**config.mk**
```make
export PLATFORM = sky130hd
export DESIGN_NAME = adsc_front
export DESIGN_NICKNAME = d
export VERILOG_FILES = /design/src/hw/rtl/assert_macros.svh /design/src/hw/rtl/adsc_pkg.sv /design/src/hw/rtl/adsc_front.sv
export SDC_FILE = /design/constraint.sdc
export NUM_CORES = 2
export LEC_CHECK = 0
export BUFFER_PORTS_ARGS = -buffer_cell sky130_fd_sc_hd__buf_2
export CAP_MARGIN = 20
export CORE_MARGIN = 4
export CORE_UTILIZATION = 45
export CTS_CLUSTER_SIZE = 12
export DETAILED_ROUTE_END_ITERATION = 12
export GPL_TIMING_DRIVEN = 1
export PLACE_DENSITY_LB_ADDON = 0.08
export SYNTH_ARGS = -nofsm -noshare
export SYNTH_HDL_FRONTEND = slang
export SYNTH_SLANG_ARGS = --single-unit
```
**constraint.sdc**
```tcl
create_clock -name clk -period 22.8 [get_ports clk]
set_clock_uncertainty 0.1 [all_clocks]
set_input_delay 5.7 -clock clk [delete_from_list [all_inputs] [get_ports clk]]
set_output_delay 5.7 -clock clk [all_outputs]
set_load 0.005 [all_outputs]
```
**src/hw/rtl/assert_macros.svh**
```systemverilog
// Assertion helpers for the downscaler.
`ifndef ASSERT_MACROS_SVH
`define ASSERT_MACROS_SVH
`ifndef SYNTH
`define ADSC_ASSERT(lbl, clk, rst_n, prop) \
    lbl: assert property (@(posedge clk) disable iff (!rst_n) prop) \
        else $error("assertion failed");
`define ADSC_NEVER(lbl, clk, rst_n, expr) \
    lbl: assert property (@(posedge clk) disable iff (!rst_n) !(expr)) \
        else $error("forbidden condition");
`else
`define ADSC_ASSERT(lbl, clk, rst_n, prop)
`define ADSC_NEVER(lbl, clk, rst_n, expr)
`endif
`endif

```
**src/hw/rtl/adsc_pkg.sv**
```systemverilog
`timescale 1ns / 1ps
package adsc_pkg;

    localparam logic [1:0] CFG_OLD_WIDTH = 2'd0;
    localparam logic [1:0] CFG_NEW_WIDTH = 2'd1;
    localparam logic [1:0] CFG_CHANNELS  = 2'd2;
    localparam logic [1:0] CFG_SCALE     = 2'd3;

    // one queued item, bin index travels beside it
    typedef struct packed {
        logic       clear_first;
        logic       pass;
        logic       emit;
        logic       row_end;
        logic [1:0] chn;
        logic [9:0] out_col;
        logic [7:0] sample;
    } item_t;

    typedef enum logic [2:0] {
        BK_CLEAR,
        BK_IDLE,
        BK_READ,
        BK_UPDATE,
        BK_DIV,
        BK_EMIT
    } back_state_t;

endpackage

```
**src/hw/rtl/adsc_front.sv**
```systemverilog
`timescale 1ns / 1ps
module adsc_front #(
    parameter int MAX_NEW_WIDTH = 1024,
    parameter int MAX_OLD_WIDTH = 8192,
    parameter int OW_W          = 14,
    parameter int NW_W          = 11,
    parameter int BIN_W         = 10
) (
    input  logic                clk,
    input  logic                rst_n,
    input  logic                in_valid,
    output logic                in_stall,
    input  logic [7:0]          sample,
    input  logic                frame_start,
    input  logic [OW_W-1:0]     ow_eff,
    input  logic [NW_W-1:0]     nw_eff,
    input  logic [1:0]          ch_eff,
    input  logic [15:0]         scale,
    input  logic                q_full,
    output logic                q_push,
    output adsc_pkg::item_t     q_item,
    output logic [BIN_W-1:0]    q_bin
);

    logic [OW_W-1:0] col_reg, col_next;
    logic [1:0]      chn_reg, chn_next;
    logic [15:0]     row_reg, row_next;
    logic [15:0]     last_out_reg, last_out_next;

    logic            a_valid_reg, a_valid_next;
    logic [7:0]      a_sample_reg;
    logic            a_start_reg;
    logic [OW_W-1:0] a_col_reg;
    logic [1:0]      a_chn_reg;
    logic            a_last_ch_reg, a_last_col_reg;
    logic [15:0]     a_row_reg;

    logic            accept;
    logic [OW_W-1:0] cur_col, col;
    logic [1:0]      cur_chn, chn;
    logic [15:0]     cur_row;
    logic            last_ch, last_col;

    logic [15:0]     srow, last_out_cur;
    logic            is_out, pass;
    logic [BIN_W-1:0] b0, b1;
    logic [31:0]     bin_ext;

    function automatic logic [BIN_W-1:0] bin_of(input logic [OW_W-1:0] c,
                                                input logic [15:0] s,
                                                input logic [NW_W-1:0] nw);
        logic [31:0] p;
        logic [31:0] lim;
        p   = 32'(c) * 32'(s);
        lim = 32'(nw) - 32'd1;
        p   = p >> 16;
        return (p > lim) ? BIN_W'(lim) : BIN_W'(p);
    endfunction

    assign in_stall = a_valid_reg && q_full;
    assign accept   = in_valid && !in_stall;
    assign q_push   = a_valid_reg && !q_full;

    always_comb
    begin
        cur_col  = frame_start ? '0 : col_reg;
        cur_chn  = frame_start ? '0 : chn_reg;
        cur_row  = frame_start ? '0 : row_reg;
        col      = (cur_col >= ow_eff) ? OW_W'(ow_eff - 1'b1) : cur_col;
        chn      = (cur_chn >= ch_eff) ? 2'(ch_eff - 2'd1) : cur_chn;
        last_ch  = (chn == 2'(ch_eff - 2'd1));
        last_col = (col == OW_W'(ow_eff - 1'b1));
        col_next = col;
        chn_next = 2'(chn + 2'd1);
        row_next = cur_row;
        if (last_ch)
        begin
            chn_next = '0;
            if (last_col)
            begin
                col_next = '0;
                if (cur_row != 16'hFFFF)
                    row_next = 16'(cur_row + 16'd1);
            end
            else
            begin
                col_next = OW_W'(col + 1'b1);
            end
        end
        a_valid_next = accept ? 1'b1 : (q_push ? 1'b0 : a_valid_reg);
    end

    always_ff @(posedge clk or negedge rst_n)
    begin
        if (!rst_n)
        begin
            col_reg      <= '0;
            chn_reg      <= '0;
            row_reg      <= '0;
            last_out_reg <= '0;
            a_valid_reg  <= 1'b0;
        end
        else
        begin
            a_valid_reg <= a_valid_next;
            if (accept)
            begin
                col_reg <= col_next;
                chn_reg <= chn_next;
                row_reg <= row_next;
            end
            if (q_push)
                last_out_reg <= last_out_next;
        end
    end

    always_ff @(posedge clk)
    begin
        if (accept)
        begin
            a_sample_reg   <= sample;
            a_start_reg    <= frame_start;
            a_col_reg      <= col;
            a_chn_reg      <= chn;
            a_last_ch_reg  <= last_ch;
            a_last_col_reg <= last_col;
            a_row_reg      <= cur_row;
        end
    end

    // classify the held item
    always_comb
    begin
        srow          = 16'((32'(a_row_reg) * 32'(scale)) >> 16);
        last_out_cur  = a_start_reg ? '0 : last_out_reg;
        is_out        = srow > last_out_cur;
        pass          = 32'(nw_eff) >= 32'(ow_eff);
        b0            = bin_of(a_col_reg, scale, nw_eff);
        b1            = bin_of(OW_W'(a_col_reg + 1'b1), scale, nw_eff);
        last_out_next = last_out_cur;
        if (a_last_ch_reg && a_last_col_reg && is_out)
            last_out_next = srow;
        bin_ext             = pass ? 32'(a_col_reg) : 32'(b0);
        q_item.clear_first  = a_start_reg;
        q_item.pass         = pass;
        q_item.emit         = !pass && is_out && (a_last_col_reg || (b1 != b0));
        q_item.row_end      = a_last_ch_reg && a_last_col_reg;
        q_item.chn          = a_chn_reg;
        q_item.out_col      = bin_ext[9:0];
        q_item.sample       = a_sample_reg;
        q_bin               = b0;
    end

endmodule

```
==> impl_metrics.csv <==
group,metric,value,unit
route,wl,75.8,mm
critical_path,end_kind,"output pin",
clock_network,cts_setup_buffers,0,
placed_design,detailed_place.area,30600,µm²
yosys,ys_ff_latch,92,
placed_design,gp_congestion,0.897,
yosys,yosys.area_share.adder,51.1,%
yosys,synth-compound-area-share,6.29,%
critical_path,cpMostUsedCell,"fa_1",
clock_network,number_of_buffers_inserted_during_clock_tree_synthesis,9,
yosys,synthArstFlopShare,53.3,%
clock_network,htreeDepth,3,
sta,setup_repair_after_global_routing_missed_its_margin,"false",
yosys,synth_mux_area_share,1.38,%
sta,tightest_slew,1.16,ns
sta,layout_setup_ws,1.62,ns
placed_design,detailedPlacementHpwl,59.3,mm
power,totalPowerFinal,4.23,mW
yosys,main_combinational_cell_family_by_area_after_synthesis,"adder cells",
sta,max_clock_freq,47.2,MHz
critical_path,worst_setup_path_startpoint,"scale[8]",
sta,setup_viol_count_final,0,
global_route,gr-total-overflow,0,
floorplan,initial_utilization,45.5,%
status,outcome,"completed",
global_route,global_route_wire_length_before_repair,127,mm
yosys,count_of_flip_flops_with_a_built_in_enable_after_synthesis,43,
sta,setup_tns,0,ns
final_layout,post-route-util,48.1,%
power,ir_worst_vdd,0.000128,V
sta,timing.final.crit_period,21.18,ns
min_path,worstHoldStart,"col_reg[12]$_DFFE_PN0P_",
sta,drv_slew,0,
global_route,largest_net_degree_at_the_start_of_global_routing,52,
floorplan,chipWidth,263,µm
sta,finalHoldViolCount,0,
critical_path,critPathSlowestCell,"buf_2",
yosys,syn_nets,4232,
route,drt.antenna.violating_nets,0,
route,routed_wire_length_per_instance,18.3,µm
clock_network,cts.sinks,92,
critical_path,timing.critical_path.arrival,15.38,ns
yosys,ys_warn_count,0,
route,dr.pass1.iters,5,
route,drt-initial-drc-count,1155,
floorplan,ios,92,
critical_path,timing.reg2reg.worst_path_depth,32,
min_path,holdPathStages,2,
route,drt_drc_violations_left,0,
clock_network,cts.clk_slew.worst_paths,0.06,ns
global_route,first_global_vias,24200,
floorplan,die-area,69100,µm²
clock_network,clockRootBuffer,"clkbuf_16",
min_path,hold_class,"reg2reg",
power,total_leakage_power,15.6,nW
critical_path,worst_r2r_startpoint,"a_row_reg[6]$_DFFE_PP_",
sta,slew_headroom,22.2,%
clock_network,clock_insertion_delay_worst_skew,0.36,ns
clock_network,post_cts_resized,0,
critical_path,start_kind,"input port",
yosys,netlist_instances,3294,
floorplan,floorplan.core_area,64300,µm²
final_layout,area_growth,5.72,%
floorplan,placement_rows,93,
placed_design,pre_cts_slack,1.70,ns
sta,portion_of_the_clock_cycle_consumed_by_the_worst_path_in_the_final_layout,92.9,%
final_layout,final_cell_area_excluding_filler_cells,30900,µm²
yosys,post_synth_and_or_nand_nor_area_fraction,18.2,%
floorplan,die_y,263,µm
yosys,avgSynthCellArea,8.88,µm²
global_route,grt.total_usage,22.5,%
power,power_density,137,nW/µm²
final_layout,drive_gt1_share,6.11,%
global_route,antenna_violations_before_repair,0,
critical_path,required,17.00,ns
yosys,syn_area,29200,µm²
clock_network,post_cts_hold_buffer_count,0,
final_layout,insertedDiodeCount,0,
yosys,ys_seq_area_share,8.61,%
route,avgViaCountPerCell,5.35,
clock_network,cts_max_path_buffers,2,
yosys,synth_ff_type,"dfrtp_1",
placed_design,io_buffer_count,91,
clock_network,cts_tree,"done",
yosys,yosysUniqueCellTypes,81,
job,cap_viol_max_count,0,
route,vias,22200,
final_layout,num-nets-final,4223,
critical_path,crit_path_max_incr_delay,0.80,ns
yosys,synth_xor_area_share,4.10,%
critical_path,crit_type,"in2out",
critical_path,crit_fanout,44,
==> metal layers <==
layer	wire length [µm]	part of all wire, %	vias up	global-route usage (%)
li1	-	-	10200	-
met1	32800	43	11300	29.6
met2	37700	50	539	39.8
met3	3190	4.2	128	2.25
met4	2140	2.8	0	6.11
met5	0	0	-	0
==> final timing paths <==
check / end / slack (ns)
min reg2reg: col_reg[12]$_DFFE_PN0P_ / 0.37
max in group asynchronous: col_reg[4]$_DFFE_PN0P_ / 16.75
max: q_item[21] / 1.62
max reg2reg: last_out_reg[3]$_DFFE_PN0P_ / 13.14
min in group asynchronous: last_out_reg[0]$_DFFE_PN0P_ / 5.34
min: col_reg[12]$_DFFE_PN0P_ / 0.37
==> Yosys cell counts, types with 5 or more instances <==
cell type | number | share of area [%]
inv_1 | 636 | 8.2
fa_1 | 521 | 36
nand2_1 | 508 | 6.5
ha_1 | 361 | 15
and2_1 | 277 | 5.9
clkbuf_1 | 152 | 2.0
a21oi_1 | 81 | 1.4
xnor2_1 | 74 | 2.2
nor2_1 | 55 | 0.71
xor2_1 | 50 | 1.5
dfrtp_1 | 49 | 4.2
o21ai_0 | 46 | 0.79
edfxtp_1 | 43 | 4.4
nor2b_1 | 41 | 0.88
nand2b_1 | 39 | 0.83
nand3_1 | 39 | 0.67
nand4_1 | 37 | 0.79
nor3_1 | 26 | 0.44
a21o_1 | 22 | 0.56
mux2i_1 | 20 | 0.68
o31ai_1 | 20 | 0.51
o21a_1 | 19 | 0.49
mux2_2 | 18 | 0.69
a22o_1 | 15 | 0.45
nor4_1 | 11 | 0.24
o211ai_1 | 11 | 0.28
and3_1 | 10 | 0.21
a211oi_1 | 8 | 0.21
buf_1 | 8 | 0.10
a211o_1 | 7 | 0.21
o21ai_1 | 6 | 0.10
o221ai_1 | 5 | 0.15
or3_1 | 5 | 0.11
xnor3_1 | 5 | 0.39
==> cell type report <==
cell class	count	area, µm²
clock buffers	10	239
well taps	855	1070
repair buffers	143	858
clock inverters	6	70.1
multi-input cells	2401	23800
inverters	638	2390
fillers	6210	33400
flip-flops and latches	92	2520
==> worst max-delay path, delay by kind of cell <==
family	cells	cell delay, ns
compound gates	12	2.68
simple gates	6	1.09
buf+inv	4	1.22
mux	2	0.55
fa+ha+maj	8	3.80
xor+xnor	1	0.28
==> metrics by stage <==
stage | instances | hold WS, ns
floorplan | 3294 | 0.341
global placement | 4126 | 0.355
detailed placement | 4127 | 0.366
CTS | 4143 | 0.382
global route | 4145 | 0.404
finish | 4145 | 0.374
==> power by group <==
part           switching (mW)  internal, mW  leakage (nW)
Sequential             0.0128         0.191          1.09
Clock                  0.0689        0.0888         0.150
Combinational            2.26          1.61          14.4
Total                    2.34          1.89          15.6
==> logic make-up after synthesis <==
group,after synthesis
buf+inv,801
simple gates,1076
fa+ha+maj,882
mux,38
compound gates,276
flops,92
xor+xnor,129
==> layout by cell type (no fill, tap or decap), types with 18 or more instances in the layout <==
cell	Yosys	routed
a21o_1	22	22
a21oi_1	81	81
and2_1	277	277
buf_2	0	91
buf_4	3	51
dfrtp_1	49	49
edfxtp_1	43	43
fa_1	521	521
ha_1	361	361
inv_1	636	636
mux2_2	18	18
mux2i_1	20	20
nand2_1	508	508
nand2b_1	39	39
nand3_1	39	39
nand4_1	37	37
nor2_1	55	55
nor2b_1	41	41
nor3_1	26	26
o21a_1	19	19
o21ai_0	46	45
o31ai_1	20	20
xnor2_1	74	68
xor2_1	50	49
No activity file was read; power rests on OpenSTA's default activity.
