==> src/hw/rtl/assert_macros.svh <==
// Assertion helpers for the downscaler.
`ifndef ASSERT_MACROS_SVH
`define ASSERT_MACROS_SVH
`ifndef SYNTH
`define ADSC_ASSERT(lbl, clk, rst_n, prop) \
    lbl: assert property (@(posedge clk) disable iff (!rst_n) prop) \
        else $error("assertion failed");
`define ADSC_NEVER(lbl, clk, rst_n, expr) \
    lbl: assert property (@(posedge clk) disable iff (!rst_n) !(expr)) \
        else $error("forbidden condition");
`else
`define ADSC_ASSERT(lbl, clk, rst_n, prop)
`define ADSC_NEVER(lbl, clk, rst_n, expr)
`endif
`endif

==> src/hw/rtl/adsc_fifo.sv <==
`timescale 1ns / 1ps
module adsc_fifo #(
    parameter int DATA_W = 32,
    parameter int DEPTH  = 4
) (
    input  logic              clk,
    input  logic              rst_n,
    input  logic              push,
    input  logic [DATA_W-1:0] wdata,
    input  logic              pop,
    output logic [DATA_W-1:0] rdata,
    output logic              full,
    output logic              empty
);

    localparam int PTR_W = (DEPTH > 1) ? $clog2(DEPTH) : 1;
    localparam int CNT_W = $clog2(DEPTH + 1);

    logic [DATA_W-1:0] slot_reg [DEPTH];
    logic [PTR_W-1:0]  wr_ptr_reg, rd_ptr_reg;
    logic [CNT_W-1:0]  cnt_reg, cnt_next;

    assign full  = (cnt_reg == CNT_W'(DEPTH));
    assign empty = (cnt_reg == '0);
    assign rdata = slot_reg[rd_ptr_reg];

    always_comb
    begin
        cnt_next = cnt_reg;
        if (push && !pop)
            cnt_next = CNT_W'(cnt_reg + 1'b1);
        else if (pop && !push)
            cnt_next = CNT_W'(cnt_reg - 1'b1);
    end

    always_ff @(posedge clk or negedge rst_n)
    begin
        if (!rst_n)
        begin
            wr_ptr_reg <= '0;
            rd_ptr_reg <= '0;
            cnt_reg    <= '0;
        end
        else
        begin
            cnt_reg <= cnt_next;
            if (push)
                wr_ptr_reg <= (wr_ptr_reg == PTR_W'(DEPTH - 1)) ? '0
                                                                : PTR_W'(wr_ptr_reg + 1'b1);
            if (pop)
                rd_ptr_reg <= (rd_ptr_reg == PTR_W'(DEPTH - 1)) ? '0
                                                                : PTR_W'(rd_ptr_reg + 1'b1);
        end
    end

    always_ff @(posedge clk)
    begin
        if (push)
            slot_reg[wr_ptr_reg] <= wdata;
    end

endmodule

==> config.mk <==
export PLATFORM = sky130hd
export DESIGN_NAME = adsc_fifo
export DESIGN_NICKNAME = d
export VERILOG_FILES = /design/src/hw/rtl/assert_macros.svh /design/src/hw/rtl/adsc_fifo.sv
export SDC_FILE = /design/constraint.sdc
export NUM_CORES = 1
export LEC_CHECK = 0
export BUFFER_PORTS_ARGS = -buffer_cell sky130_fd_sc_hd__buf_2
export CORE_MARGIN = 2
export CORE_UTILIZATION = 40
export DETAILED_ROUTE_END_ITERATION = 12
export SYNTH_ARGS = -nofsm -noshare
export SYNTH_HDL_FRONTEND = slang
export SYNTH_SLANG_ARGS = --single-unit
==> constraint.sdc <==
create_clock -name clk -period 2.25 [get_ports clk]
set_input_delay 0.45 -clock clk [delete_from_list [all_inputs] [get_ports clk]]
set_output_delay 0.45 -clock clk [all_outputs]
set_load 0.03 [all_outputs]
==> results of run 1 <==
how the worst max path moves through the flow:
stage	slack (ns)	to	cells after the start
2_1_floorplan	0.44	slot_reg[0][0]	3
3_3_place_gp	0.40	rdata[0]	3
3_5_place_dp	0.40	rdata[0]	3
4_1_cts	-0.04	rdata[0]	3
5_1_grt	-0.05	rdata[25]	3
6_report	0.004	rdata[25]	3
kinds of logic (layout without fill, tap and decap cells):
family,Yosys count,after routing,share of synthesized area [%]
compound gates,2,2,0.1970
xor+xnor,3,3,0.5172
fa+ha+maj,7,7,1.871
buf+inv,12,120,2.068
flops,135,135,79.09
mux,35,35,15.14
simple gates,11,11,1.108
through the flow:
step           instance area (sq um)  worst slack [ns]  total power, mW  TNS (ns)  hold slack [ns]
6_report                        6457          0.003602            9.231         0           0.2443
5_1_grt                         6457          -0.05169            9.673   -0.4348           0.2295
4_1_cts                         6421          -0.03596            9.305   -0.3143           0.2216
3_5_place_dp                    5687            0.4022            6.249         0           0.3116
3_3_place_gp                    5687            0.3999            6.224         0           0.3027
2_1_floorplan                   5081            0.4449            5.529         0           0.1544
repair_timing:
action / in CTS / in global routing
hold buffers: 1 / 0
setup endpoints to repair: 27 / 28
setup buffers: 0 / 1
resized for setup: 50 / 1
gates cloned: 0 / 1
endpoints found under the hold margin: 7 / 0
area by class of cell:
cell class,count,area [sq um],area share [%]
well taps,172,215.2,3.333
clock buffers,23,467.9,7.247
multi-input cells,58,962.2,14.90
repair buffers,84,675.6,10.46
inverters,4,15.01,0.2325
clock inverters,9,100.1,1.550
flip-flops and latches,135,4021,62.27
cell usage in the layout (no fill, tap or decap), drive strengths merged, types with 2 or more instances in the layout:
| master | count |
|---|---|
| clkbuf | 24 |
| ha | 6 |
| dfrtp | 7 |
| clkinv | 5 |
| inv | 4 |
| mux4 | 32 |
| xor2 | 2 |
| nand2 | 2 |
| and2 | 4 |
| clkinvlp | 2 |
| o21ai | 2 |
| bufinv | 2 |
| mux2 | 3 |
| buf | 82 |
| nor2 | 3 |
| edfxtp | 128 |
cell usage after synthesis:
master,n,share of area (%)
and2_1,4,0.49
buf_12,3,1.2
buf_2,3,0.30
buf_6,1,0.22
clkbuf_1,1,0.074
dfrtp_1,7,3.4
edfxtp_1,128,76
fa_1,1,0.39
ha_1,6,1.5
inv_1,4,0.30
mux2_2,3,0.66
mux4_1,4,2.1
mux4_2,28,12
nand2_1,2,0.15
nor2_1,3,0.22
nor3_1,1,0.098
nor3b_1,1,0.15
o21ai_0,2,0.20
xnor2_1,1,0.17
xor2_1,2,0.34
routing by layer:
layer	global-route usage (%)	share of wire (%)	vias to the layer above
met3	5.293	5.1	20
met1	18.21	45	1204
met2	20.23	48	72
li1	-	-	1052
met4	7.529	2.2	0
met5	0	0	-
where the power goes:
part           switching [mW]  leakage [nW]  internal [mW]
combinational            1.77         0.762           1.46
clock                   0.950         0.277           1.68
sequential              0.135          1.26           3.24
total                    2.85          2.30           6.38
==> metrics.md, run 1 <==
| Metric | Value |
|---|---|
| GRT overflow | 0 |
| ANT cells | 0 |
| RSZ-0062 raised after global routing | yes |
| Number of synthesized register bits | 135 |
| Hold-critical path depth | 1 |
| GRT Util Overall | 13.91% |
| Drt wl/cell | 17.96 microns |
| Largest register FFs | 128 |
| Cell breakdown of the critical path | buf_6 > mux4_1 > buf_2 |
| Placed insts | 450 |
| Crit path from | rd_ptr_reg[0] |
| Clk_lat worst skew | 0.42 ns |
| Pin count of the biggest net entering global routing | 29 |
| Initial DRC Count | 132 |
| Worst setup EP type | output port |
| CP peak stage delay | 0.57 ns |
| Initial antenna violation count | 0 |
| Fin crit share | 99.84% |
| Startpoint types | register |
| Max Freq | 0.4452 GHz |
| Kind of critical path | register to output port |
| Cts bufs inserted | 17 |
| Die area | 13620 sq um |
| Pre-Repair DR Iteration Count | 4 |
| # setup viols final | 0 |
| Share of cells above drive strength 1 | 47.28% |
| Hold Vio Cnt, Final | 0 |
| Fin cells | 485 |
| Cells on worst reg2reg path | 4 |
| CP max FO | 7 |
| CTS root buf | clkbuf_16 |
| Initial Util | 40.59% |
| CTS max path bufs | 2 |
| Die H | 116.7 microns |
| Minimum clock period | 2.246 ns |
| # IOs | 70 |
| Vias | 2348 |
| Worst-path clk slew | 0.05 ns |
| R2R Path End | slot_reg[2][22] |
| Hold EP | slot_reg[2][10] |
| DR vias/cell | 4.841 |
| Post-DP HPWL | 5212 microns |
| CP delay by family, top | multiplexers |
| End-of-flow core utilization | 51.59% |
| Slew headroom | 77.18% |
| Core area | 12520 sq um |
| GPL Wtd Cong | 0.7098 |
| # port buffers | 69 |
| Least-Margin Pin Slew | 0.3423 ns |
| Distinct cells, synth | 20 |
| Cell count after synthesis | 205 |
| Setup slack, reg-to-reg | 0.72 ns |
| First-pass GRT wire length | 12980 microns |
| CP bufs+invs | 2 |
| Peak VDD IR | 0.6803 mV |
| FP Rows | 41 |
| Layout Area Growth over Synthesis | 27.09% |
| YS warnings | 0 |
| Vias in the first global route | 2327 |
| Critical Path RT | 1.80 ns |
| DRC | 0 |
| CTS tree | built |
| Worst min path class | primary input to register |
| Hold Crit Start | wdata[10] |
| Clk_skew | 0.009160 ns |
| Status | finished clean |
| Post-Syn Area | 5081 sq um |
| Maxcap violations | 0 |
| Total Wirelength | 8709 microns |
| Reg-to-Reg Start | wr_ptr_reg[0] |
| Slew Viols, Final | 0 |
| Pleak | 2.295 nW |
| Pwr per Cell Area | 1430 nW/um^2 |
| Syn_nets | 248 |
| Die Wd | 116.7 microns |
| Arrival @ worst endpoint | 1.80 ns |
| H-tree depth | 4 |
| Post-synthesis sequential area ratio | 79.09% |
| Fillers | 1040 |
| Crit-path slowest cell | mux4_1 |
| Post-DRT Antenna Nets | 0 |
| Clock Sinks | 135 |
| Layout net count | 343 |
| Syn_area_per_cell | 24.79 sq um |
No activity file was read; power rests on OpenSTA's default activity.
==> run 2: changes to the inputs <==
--- a/config.mk
+++ b/config.mk
@@ -7,7 +7,7 @@
 export LEC_CHECK = 0
 export BUFFER_PORTS_ARGS = -buffer_cell sky130_fd_sc_hd__buf_2
 export CORE_MARGIN = 2
-export CORE_UTILIZATION = 40
+export CORE_UTILIZATION = 30
 export DETAILED_ROUTE_END_ITERATION = 12
 export SYNTH_ARGS = -nofsm -noshare
 export SYNTH_HDL_FRONTEND = slang
==> constraint.sdc (replaced) <==
create_clock -name clk -period 2.6 [get_ports clk]
set_input_delay 0.52 -clock clk [delete_from_list [all_inputs] [get_ports clk]]
set_output_delay 0.52 -clock clk [all_outputs]
set_load 0.03 [all_outputs]
==> run 2 against run 1 <==
Sequential power fell by 12%; core utilization fell by 13 points; sequential share of layout area rose by 0.92 points; power fell by 16%; setup slack improved by 0.17 ns; via count fell by 2.9%; critical path type unchanged; largest power group unchanged.
==> metrics.md, run 2 (synthesized netlist as in run 1, its figures left out) <==
| Metric | Value |
|---|---|
| RSZ-0062 raised after global routing | no (was yes) |
| Setup TNS | 0 ns (unchanged) |
| Initial Util | 30.64% (was 40.59%) |
| Critical Path RT | 2.08 ns (was 1.80 ns) |
| Core area | 16580 sq um (was 12520 sq um) |
| FP Rows | 47 (was 41) |
| CP bufs+invs | 2 (unchanged) |
| Clock Sinks | 135 (unchanged) |
| Die H | 134.1 microns (was 116.7 microns) |
| Layout net count | 337 (was 343) |
| First-pass GRT wire length | 13790 microns (was 12980 microns) |
| Vias in the first global route | 2522 (was 2327) |
| # setup viols final | 0 (unchanged) |
| CTS tree | built (unchanged) |
| Minimum clock period | 2.428 ns |
| Cells on worst reg2reg path | 4 (unchanged) |
| # port buffers | 69 (unchanged) |
| Die area | 17990 sq um (was 13620 sq um) |
| Crit-path slowest cell | dfrtp_2 (was mux4_1) |
| R2R Path End | slot_reg[0][5] (was slot_reg[2][22]) |
| Worst-path clk slew | 0.06 ns (was 0.05 ns) |
| Initial antenna violation count | 0 (unchanged) |
| Drt wl/cell | 17.19 microns (was 17.96 microns) |
| Routing usage on met2 | 17.95% (was 20.23%) |
| Die Wd | 134.1 microns (was 116.7 microns) |
| Post-DP HPWL | 5762 microns (was 5212 microns) |
| Worst setup EP type | output port (unchanged) |
| Setup slack, reg-to-reg | 0.92 ns (was 0.72 ns) |
| Met1 GRT Util | 12.44% (was 18.21%) |
| Post-DP Area | 5742 sq um (was 5687 sq um) |
| Hold Vio Cnt, Final | 0 (unchanged) |
| Cts bufs inserted | 17 (unchanged) |
| CP delay by family, top | flip-flops (was multiplexers) |
| Startpoint types | register (unchanged) |
| Largest register FFs | 128 (unchanged) |
| Pleak | 2.234 nW (was 2.295 nW) |
| GRT Util Overall | 10.77% (was 13.91%) |
| Arrival @ worst endpoint | 1.91 ns (was 1.80 ns) |
| Clk_skew | 0.01090 ns (was 0.009160 ns) |
| Clk_lat worst skew | 0.41 ns (was 0.42 ns) |
| Initial DRC Count | 133 (was 132) |
| CTS max path bufs | 2 (unchanged) |
| Total Wirelength | 9058 microns (was 8709 microns) |
| Commonest non-fill, non-tap cell in the layout | edfxtp_1 (unchanged) |
| Post-route design area | 6364 sq um (was 6457 sq um) |
| Hold-critical path depth | 1 (unchanged) |
| Share of cells above drive strength 1 | 46.91% (was 47.28%) |
| Cell breakdown of the critical path | buf_4 > mux4_2 > buf_2 (was buf_6 > mux4_1 > buf_2) |
| Post-DRT Antenna Nets | 0 (unchanged) |
| # IOs | 70 (unchanged) |
| Peak VDD IR | 0.4876 mV (was 0.6803 mV) |
| Fin crit share | 93.37% |
| GRT overflow | 0 (unchanged) |
| Met3 usage | 4.346% (was 5.293%) |
| Fillers | 1534 (was 1040) |
| GPL Wtd Cong | 0.6331 (was 0.7098) |
| Commonest cells after routing, fill and taps aside | edfxtp_1, buf_2, mux4_2 (unchanged) |
| Slew Viols, Final | 0 (unchanged) |
| Pin count of the biggest net entering global routing | 21 (was 29) |
| Vias | 2281 (was 2348) |
| Resized cells post-CTS | 0 (was 50) |
| DR vias/cell | 4.328 (was 4.841) |
| Max Freq | 0.4119 GHz |
| Reg-to-Reg Start | wr_ptr_reg[0] (unchanged) |
| CTS root buf | clkbuf_16 (unchanged) |
| Maxcap violations | 0 (unchanged) |
| Least-Margin Pin Slew | 0.5011 ns (was 0.3423 ns) |
| Worst min path class | primary input to register (unchanged) |
| Kind of critical path | register to output port (unchanged) |
| Slew headroom | 66.60% (was 77.18%) |
| Pwr per Cell Area | 1220 nW/um^2 (was 1430 nW/um^2) |
| DRC | 0 (unchanged) |
| Hold Crit Start | wdata[10] (unchanged) |
| Setup Buffers After CTS | 0 (unchanged) |
| Grt peak-use layer | met2 (unchanged) |
| Hold EP | slot_reg[2][10] (unchanged) |
| H-tree depth | 4 (unchanged) |
| CP max FO | 18 (was 7) |
| ANT cells | 0 (unchanged) |
| Status | finished clean (unchanged) |
| Pre-Repair DR Iteration Count | 4 (unchanged) |
| Layout Area Growth over Synthesis | 25.24% (was 27.09%) |
| CP peak stage delay | 0.67 ns (was 0.57 ns) |
run 2: through the flow:
step                setup slack [ns]  total power, mW  instances  hold slack (ns)  utilization, %
finish                        0.1724            7.765        527           0.3257           38.37
global route                 0.03977            8.139        527           0.3034           38.37
CTS                          0.09347            7.915        527           0.3014           38.37
detailed placement            0.5351            5.446        494           0.3727           34.62
global placement              0.5357            5.400        494           0.3691           34.62
floorplan                     0.7949            4.784        205           0.2244               -
run 2: area by class of cell:
| class | instances | area [sq um] | area share [%] |
|---|---|---|---|
| clock buffer | 19 | 432.9 | 6.803 |
| clock inverter | 13 | 178.9 | 2.812 |
| inverter | 4 | 15.01 | 0.2359 |
| multi-input combinational | 58 | 962.2 | 15.12 |
| sequential | 135 | 4021 | 63.19 |
| tap | 220 | 275.3 | 4.326 |
| timing repair buffer | 78 | 478.0 | 7.511 |
run 2: per-layer routing:
| metal | wire [microns] | up-vias | share of wire, % |
|---|---|---|---|
| li1 | - | 1037 | - |
| met1 | 3844 | 1197 | 42 |
| met2 | 4734 | 39 | 52 |
| met3 | 373 | 8 | 4.1 |
| met4 | 106 | 0 | 1.2 |
| met5 | 0 | - | 0 |
run 2: report_power, final:
part | total (mW) | switching (mW) | internal (mW)
combinational | 2.35 | 1.41 | 0.931
clock | 2.44 | 0.839 | 1.60
sequential | 2.98 | 0.178 | 2.80
total | 7.77 | 2.43 | 5.33
run 2: repair_timing:
action                                 CTS  global route
hold buffers                             1             0
setup endpoints to repair                0             0
endpoints found under the hold margin    7             0
run 2: worst reg2reg max path: stages, from the launching register on:
cell and delay, ns:
dfrtp_1 0.42, inv_1 0.11, ha_1 0.15, and2_2 0.46, buf_12 0.24
run 2: worst max-delay path by stage:
stage                        from             end  slack, ns  cells after the start
floorplan           wr_ptr_reg[0]  slot_reg[0][0]       0.79                      3
global placement    rd_ptr_reg[1]        rdata[4]       0.54                      3
detailed placement  rd_ptr_reg[1]        rdata[4]       0.54                      3
CTS                 rd_ptr_reg[1]        rdata[4]       0.09                      3
global route        rd_ptr_reg[1]        rdata[4]       0.04                      3
finish              rd_ptr_reg[1]        rdata[4]       0.17                      3
